===== src/hdl/didset_pkg.sv =====
// ----------------------------------------------------------------------------
// didset_pkg
// Shared types and codes for the identifier set table.
// ----------------------------------------------------------------------------
package didset_pkg;

  localparam int unsigned FuncW   = 2;
  localparam int unsigned IdW     = 32;
  localparam int unsigned IndexW  = 6;
  localparam int unsigned StatusW = 2;
  localparam int unsigned PosW    = 6;
  localparam int unsigned CountW  = 7;

  // Operation codes
  localparam logic [FuncW-1:0] FuncAdd   = 2'd0;
  localparam logic [FuncW-1:0] FuncCheck = 2'd1;
  localparam logic [FuncW-1:0] FuncGet   = 2'd2;
  localparam logic [FuncW-1:0] FuncClear = 2'd3;

  // Result status codes
  localparam logic [StatusW-1:0] StatusOk      = 2'd0;
  localparam logic [StatusW-1:0] StatusPresent = 2'd1;
  localparam logic [StatusW-1:0] StatusFull    = 2'd2;
  localparam logic [StatusW-1:0] StatusMissing = 2'd3;

  typedef struct packed {
    logic [FuncW-1:0]  func;
    logic [IdW-1:0]    ident;
    logic [IndexW-1:0] index;
  } didset_in_t;

  typedef struct packed {
    logic [StatusW-1:0] status;
    logic [PosW-1:0]    position;
    logic [IdW-1:0]     chunk_value;
    logic [CountW-1:0]  element_count;
  } didset_out_t;

endpackage


===== src/hdl/didset_ram.sv =====
// ----------------------------------------------------------------------------
// didset_ram
// Generic simple dual-port RAM: one write port, one registered read port.
// ----------------------------------------------------------------------------
module didset_ram #(
  parameter int unsigned Width = 32,
  parameter int unsigned Depth = 64,
  localparam int unsigned AddrW = (Depth > 1) ? $clog2(Depth) : 1
) (
  input  logic             clk_i,
  input  logic             we_i,
  input  logic [AddrW-1:0] waddr_i,
  input  logic [Width-1:0] wdata_i,
  input  logic             re_i,
  input  logic [AddrW-1:0] raddr_i,
  output logic [Width-1:0] rdata_o
);

  logic [Width-1:0] mem_q [Depth];
  logic [Width-1:0] rdata_q;

  always_ff @(posedge clk_i) begin
    if (we_i) begin
      mem_q[waddr_i] <= wdata_i;
    end
    if (re_i) begin
      rdata_q <= mem_q[raddr_i];
    end
  end

  assign rdata_o = rdata_q;

endmodule


===== src/hdl/dedup_id_set_table_unit.sv =====
// ----------------------------------------------------------------------------
// dedup_id_set_table_unit
// Insertion-ordered set of 32-bit identifiers with linear search.
// ----------------------------------------------------------------------------
// Input channel (in_valid_i / in_ready_o / in_data_i) carries one operation:
// add, check, get by index or clear. Output channel (out_valid_o /
// out_ready_i / out_data_o) returns exactly one result per operation with
// status, match position, read value and the element count afterwards.
// Entries live in one RAM with a registered read. Add and check stream
// through the stored entries one per cycle and stop at the first match; on
// an empty set they read no entry. Get reads only the indexed entry and
// clear reads none. The search over the RAM read port takes one operation
// at a time, accepting no new one while a search is under way.
// The output register frees the search engine: a new operation is taken as
// soon as the previous result has moved into it, even if the receiver stalls.
// A finished result waits in the engine until the output register frees up.
// Reset empties the set (count to zero); RAM contents are not cleared, and
// entries at or beyond the count are never read.
// ----------------------------------------------------------------------------
module dedup_id_set_table_unit #(
  parameter int unsigned CAPACITY = 64
) (
  input  logic                     clk_i,
  input  logic                     rst_ni,
  input  logic                     in_valid_i,
  output logic                     in_ready_o,
  input  didset_pkg::didset_in_t   in_data_i,
  output logic                     out_valid_o,
  input  logic                     out_ready_i,
  output didset_pkg::didset_out_t  out_data_o
);

  import didset_pkg::*;

  localparam int unsigned AddrW = (CAPACITY > 1) ? $clog2(CAPACITY) : 1;
  localparam int unsigned CntW  = $clog2(CAPACITY + 1);

  localparam logic [1:0] SIdle = 2'd0;
  localparam logic [1:0] SScan = 2'd1;
  localparam logic [1:0] SGet  = 2'd2;
  localparam logic [1:0] SDone = 2'd3;

  logic [1:0]       state_q, state_d;
  logic [CntW-1:0]  count_q, count_d;
  logic [AddrW-1:0] cmp_idx_q, cmp_idx_d;
  logic [IdW-1:0]   key_q, key_d;
  logic [FuncW-1:0] op_q, op_d;
  didset_out_t      res_q, res_d;
  didset_out_t      out_q, out_d;
  logic             out_valid_q, out_valid_d;

  logic             rd_en;
  logic [AddrW-1:0] rd_addr;
  logic [IdW-1:0]   rd_data;
  logic             wr_en;
  logic [AddrW-1:0] wr_addr;
  logic [IdW-1:0]   wr_data;

  logic             in_acc;
  logic             do_hit, do_miss;
  logic [FuncW-1:0] op_sel;
  logic [IdW-1:0]   key_sel;
  logic             scan_last;

  assign in_ready_o = (state_q == SIdle);
  assign in_acc     = in_valid_i && in_ready_o;

  // Entry under compare is the last stored one
  assign scan_last = ((CntW'(cmp_idx_q) + CntW'(1)) == count_q);

  assign op_sel  = (state_q == SIdle) ? in_data_i.func : op_q;
  assign key_sel = (state_q == SIdle) ? in_data_i.ident : key_q;

  always_comb begin
    state_d     = state_q;
    count_d     = count_q;
    cmp_idx_d   = cmp_idx_q;
    key_d       = key_q;
    op_d        = op_q;
    res_d       = res_q;
    out_d       = out_q;
    out_valid_d = out_valid_q;
    rd_en       = 1'b0;
    rd_addr     = '0;
    wr_en       = 1'b0;
    wr_addr     = count_q[AddrW-1:0];
    wr_data     = key_sel;
    do_hit      = 1'b0;
    do_miss     = 1'b0;

    if (out_valid_q && out_ready_i) begin
      out_valid_d = 1'b0;
    end

    unique case (state_q)
      SIdle: begin
        if (in_valid_i) begin
          key_d                = in_data_i.ident;
          op_d                 = in_data_i.func;
          res_d.status         = StatusOk;
          res_d.position       = '0;
          res_d.chunk_value    = '0;
          res_d.element_count  = CountW'(count_q);
          unique case (in_data_i.func) inside
            FuncAdd, FuncCheck: begin
              if (count_q == '0) begin
                do_miss = 1'b1;
              end else begin
                rd_en     = 1'b1;
                rd_addr   = '0;
                cmp_idx_d = '0;
                state_d   = SScan;
              end
            end
            FuncGet: begin
              if (32'(in_data_i.index) < 32'(count_q)) begin
                rd_en   = 1'b1;
                rd_addr = AddrW'(in_data_i.index);
                state_d = SGet;
              end else begin
                res_d.status = StatusMissing;
                state_d      = SDone;
              end
            end
            default: begin
              count_d             = '0;
              res_d.element_count = '0;
              state_d             = SDone;
            end
          endcase
        end
      end
      SScan: begin
        if (rd_data == key_q) begin
          do_hit = 1'b1;
        end else if (scan_last) begin
          do_miss = 1'b1;
        end else begin
          rd_en     = 1'b1;
          rd_addr   = cmp_idx_q + AddrW'(1);
          cmp_idx_d = cmp_idx_q + AddrW'(1);
        end
      end
      SGet: begin
        res_d.chunk_value = rd_data;
        state_d           = SDone;
      end
      SDone: begin
        if (!out_valid_q || out_ready_i) begin
          out_d       = res_q;
          out_valid_d = 1'b1;
          state_d     = SIdle;
        end
      end
      default: begin
        state_d = SIdle;
      end
    endcase

    if (do_hit) begin
      res_d.status        = (op_sel == FuncAdd) ? StatusPresent : StatusOk;
      res_d.position      = PosW'(cmp_idx_q);
      res_d.chunk_value   = '0;
      res_d.element_count = CountW'(count_q);
      state_d             = SDone;
    end

    if (do_miss) begin
      res_d.position      = '0;
      res_d.chunk_value   = '0;
      res_d.element_count = CountW'(count_q);
      if (op_sel == FuncCheck) begin
        res_d.status = StatusMissing;
      end else if (count_q == CntW'(CAPACITY)) begin
        res_d.status = StatusFull;
      end else begin
        // Append at the tail
        wr_en               = 1'b1;
        count_d             = count_q + CntW'(1);
        res_d.status        = StatusOk;
        res_d.position      = PosW'(count_q);
        res_d.element_count = CountW'(count_d);
      end
      state_d = SDone;
    end
  end

  always_ff @(posedge clk_i or negedge rst_ni) begin
    if (!rst_ni) begin
      state_q     <= SIdle;
      count_q     <= '0;
      out_valid_q <= 1'b0;
    end else begin
      state_q     <= state_d;
      count_q     <= count_d;
      out_valid_q <= out_valid_d;
    end
  end

  always_ff @(posedge clk_i) begin
    cmp_idx_q <= cmp_idx_d;
    key_q     <= key_d;
    op_q      <= op_d;
    res_q     <= res_d;
    out_q     <= out_d;
  end

  didset_ram #(
    .Width (IdW),
    .Depth (CAPACITY)
  ) u_entries (
    .clk_i   (clk_i),
    .we_i    (wr_en),
    .waddr_i (wr_addr),
    .wdata_i (wr_data),
    .re_i    (rd_en),
    .raddr_i (rd_addr),
    .rdata_o (rd_data)
  );

  assign out_valid_o = out_valid_q;
  assign out_data_o  = out_q;

  // Count never exceeds the table size
  a_count_bound: assert property (@(posedge clk_i) disable iff (!rst_ni)
    count_q <= CntW'(CAPACITY))
    else $error("entry count beyond capacity");

  // A write only lands on a free slot
  a_write_free: assert property (@(posedge clk_i) disable iff (!rst_ni)
    wr_en |-> count_q < CntW'(CAPACITY))
    else $error("write into a full table");

  // The scan never reads past the stored entries
  a_scan_range: assert property (@(posedge clk_i) disable iff (!rst_ni)
    (rd_en && state_q == SScan) |-> CntW'(rd_addr) < count_q)
    else $error("scan read beyond count");

  // Clear empties the set in the next cycle
  a_clear: assert property (@(posedge clk_i) disable iff (!rst_ni)
    (in_acc && in_data_i.func == FuncClear) |=> (count_q == '0 && state_q == SDone))
    else $error("clear did not empty the set");

endmodule


===== config.mk =====
export PLATFORM = sky130hd
export DESIGN_NAME = dedup_id_set_table_unit
export DESIGN_NICKNAME = d
export VERILOG_FILES = /design/src/hdl/didset_pkg.sv /design/src/hdl/didset_ram.sv /design/src/hdl/dedup_id_set_table_unit.sv
export SDC_FILE = /design/constraint.sdc
export NUM_CORES = 2
export LEC_CHECK = 0
export BUFFER_PORTS_ARGS = -buffer_cell sky130_fd_sc_hd__buf_4
export CORE_UTILIZATION = 60
export CTS_BUF_LIST = sky130_fd_sc_hd__clkbuf_8
export CTS_CLUSTER_DIAMETER = 80
export DETAILED_ROUTE_END_ITERATION = 10
export PLACE_DENSITY_LB_ADDON = 0.2
export SETUP_SLACK_MARGIN = 0.02
export SLEW_MARGIN = 20
export SYNTH_ARGS = -nofsm -noshare
export SYNTH_HDL_FRONTEND = slang
export SYNTH_SLANG_ARGS = --single-unit

===== constraint.sdc =====
create_clock -name clk_i -period 6.5 [get_ports clk_i]
set_input_delay 0.325 -clock clk_i [delete_from_list [all_inputs] [get_ports clk_i]]
set_output_delay 0.325 -clock clk_i [all_outputs]
set_load 0.005 [all_outputs]

==> key figures <==
Run status
  • Outcome: complete, no violations

Routing
  • Pre-antenna DRT Iters: 6
  • Routed len/inst: 29.35 um
  • Post-route ant nets: 0
  • Drt initial violations: 8584
  • Final WL: approximately 240 mm
  • DRC violations left: 0
  • Vias post-DR: around 54000
  • Via density: between 6 and 7

Timing
  • Period utilisation layout: between 90% and 100%
  • Max Transition Viols Final: 0
  • Crit path time final: approximately 6300 ps
  • Final count of hold timing violations: 0
  • Fin Setup TNS: 0 ps
  • Max-slew headroom: 18.17%
  • Final clock skew: 76.10 ps
  • Unrepaired setup endpoints after global routing: no
  • Slew @ Worst Pin: approximately 1200 ps
  • Fmax: between 150 and 200 MHz
  • Setup-failing EPs final: 0

Pwr
  • Final Power: 0.04642 W
  • Leakage power: ~33 nW
  • Power Dens Cells: 476.2 nW/um2
  • Peak VDD IR: 0.4459 mV
  • NetSw: between 0.015 and 0.02 W
  • Logic pwr share: 38.7%
  • Flop pwr share: about 39%
  • Internal power: between 0.02 and 0.03 W
  • Clock share of power: between 20% and 30%
  • Sw Ratio: between 30% and 40%

Synth
  • Post-Syn Area: roughly 87000 um2
  • Syn_nets: approximately 5800
  • Cells after Synth: between 5000 and 6000
  • Fraction of registers with async set or reset after synthesis: less than 1%
  • Predominant post-synthesis flop cell: edfxtp_1
  • Yosys cell types: 73
  • Mean area per synthesized cell: 15.05 um2
  • Synthesized flop and latch total: 2224
  • Register area share after synthesis: approximately 77%
  • Synth warn: 0
  • Number of enable flip-flop cells after synthesis: roughly 2200

Place
  • Hpwl dp: ~140 mm
  • Number of port buffers: just over 90
  • Gpl congestion: between 0.8 and 0.9
  • Placed cell count: roughly 7600

GRT
  • Vias in the first global route: roughly 51000
  • Largest net degree at the start of global routing: roughly 150
  • Initial antenna violation count: 11
  • First-pass GRT wire length: between 300 and 400 mm
  • Overflow after GRT: 0
  • Total global-route track usage: around 33%

Floorplanning
  • Die Wd: 382.3 um
  • Site Rows: ~140
  • Top Ports: 93
  • Die Ht: between 300 and 400 um
  • Starting Density: 60.48%
  • Core Area: 143500 um2
  • Die footprint: between 100000 and 150000 um2

Setup path
  • CP Data Arrival Time: roughly 7000 ps
  • Crit end category: register
  • Crit path max fanout: 35
  • CP Launch Type: register
  • Critical path class: reg -> reg
  • Required @ worst endpoint: a little over 7000 ps

Layout
  • Fin nets: around 6200
  • Layout cells sized above 1: ~13%
  • Storage cell area: roughly 66000 um2
  • Area of the multi-input gates: roughly 19000 um2
  • Area Overhead vs Synth: 12.32%
  • Fin cells: approximately 8300
  • Fillcell total: 9539

Clock network
  • Number of gates resized after CTS: 0
  • Root Driver: clkbuf_8
  • CTS Buf Count: roughly 360
  • CTS tree: yes
  • CTS clk-pin slew, worst paths: about 60 ps
  • Clock Sinks: between 2000 and 2500
  • H-tree levels: 5
  • Clk Latency, worst-skew pair: approximately 1100 ps
  • Clk buf depth: 4

Run
  • Max-Cap Viols: 0

Hold path
  • HP Class: in -> reg
## state kept, by name, indices dropped and copies added, names as in the netlist
name / cells
cmp_idx_q: 6
count_q: 7
op_q: 2
key_q: 32
out_data_o: 47
u_entries.mem_q: 2048
res_q: 47
state_q: 2
out_valid_o: 1
u_entries.rdata_o: 32
## path summary, 6_finish.rpt
path,startpoint,endpoint,slack [ps],cells after the start
max in group asynchronous,rst_ni,count_q[2]$_DFF_PN0_,5700,3
min,in_data_i[21],key_q[15]$_DFFE_PP_,70,2
min in group asynchronous,rst_ni,out_valid_o$_DFF_PN0_,360,3
min reg2reg,res_q[44]$_DFFE_PP_,out_data_o[44]$_DFFE_PP_,420,0
max reg2reg,cmp_idx_q[0]$_SDFFCE_PP0P_,u_entries.rdata_o[12]$_DFFE_PP_,210,13
max,cmp_idx_q[0]$_SDFFCE_PP0P_,u_entries.rdata_o[12]$_DFFE_PP_,210,13
## layer usage
| metal | vias to the layer above | wire [um] | GRT usage [%] |
|---|---|---|---|
| met1 | 26570 | 93830 | 48.06 |
| met4 | 2 | 8621 | 12.11 |
| met5 | - | 13 | 0 |
| li1 | 22980 | - | - |
| met3 | 469 | 34820 | 9.888 |
| met2 | 3818 | 105800 | 47.41 |
## through the flow
step / hold WS [ps] / instance area [um2] / util (%) / worst slack (ps)
2_1_floorplan: 29.41 / 86780 / - / 1409
3_3_place_gp: 175.4 / 90750 / 63.25 / 523.4
3_5_place_dp: 179.7 / 90760 / 63.25 / 379.4
4_1_cts: 4.756 / 97450 / 67.92 / 400.3
5_1_grt: 51.67 / 97470 / 67.93 / 117.7
6_report: 70.05 / 97470 / 67.94 / 213.5
## cell usage after synthesis, types with 40 or more instances
| master | count | area, um2 |
|---|---|---|
| edfxtp_1 | 2182 | 65520 |
| nand2_1 | 1166 | 4377 |
| mux2i_1 | 342 | 3423 |
| a21oi_1 | 341 | 1707 |
| nand3_1 | 262 | 1311 |
| a22oi_1 | 218 | 1637 |
| clkbuf_1 | 155 | 581.8 |
| a32oi_1 | 145 | 1270 |
| buf_2 | 130 | 650.6 |
| a31oi_1 | 125 | 782.0 |
| nor2_1 | 100 | 375.4 |
| o22ai_1 | 97 | 606.8 |
| a22o_1 | 42 | 367.9 |
| nor3_1 | 40 | 200.2 |
## power groups by stage
stage / sequential, W / combinational (W) / clock [W]
4_1_cts: 0.0178 / 0.0175 / 0.0107
3_5_place_dp: 0.0181 / 0.0174 / 0
2_1_floorplan: 0.0179 / 0.0109 / 0
3_3_place_gp: 0.0181 / 0.0172 / 0
6_report: 0.0179 / 0.0180 / 0.0106
5_1_grt: 0.0179 / 0.0188 / 0.0113
## repair_timing
| item | CTS | global route |
|---|---|---|
| endpoints found under the hold margin | 97 | 0 |
| buffers inserted | 0 | 0 |
| hold buffers | 64 | 0 |
## cells by family after synthesis
group | synth area share [%]
DFF | 76.53
and+or+nand+nor | 8.046
AOI/OAI and AO/OA | 8.303
buffers and inverters | 2.147
muxes | 4.360
xor gates and xnor gates | 0.4873
adders and majority gates | 0.1298
## layout by cell type, fill, tap and decap left out, types with 30 or more instances in the layout
cell type	count
edfxtp_1	2182
nand2_1	1166
clkbuf_8	362
mux2i_1	342
a21oi_1	339
buf_4	297
nand3_1	262
a22oi_1	218
a32oi_1	145
inv_1	125
a31oi_1	124
o22ai_1	97
clkinv_1	73
nor2_4	67
dlygate4sd3_1	64
a22o_1	42
xor2_1	37
nor2_1	36
nor3_1	35
dfxtp_1	32
mux2_2	30
clkinv_2	30
## cell type report
class	count	area share (%)
Timing Repair Buffer	388	3.499
Clock inverter	227	1.101
Multi-Input combinational cell	3161	19.65
Clock buffer	362	5.111
Antenna cell	4	0.01027
Sequential cell	2224	68.13
Tap cell	1903	2.443
Inverter	14	0.05391
## critical path: stages, from the launching register on
cell      delay, ps
edfxtp_1        590
ha_1            360
xor3_1          400
nor3_2          220
nand4_2         180
nor2_4          440
o31a_2          670
buf_12          320
buf_4           450
a21oi_1         130
a22oi_1         200
o22ai_1         130
or4_1           760
nor3_1         1030
Power figures use the tool's default switching activity.
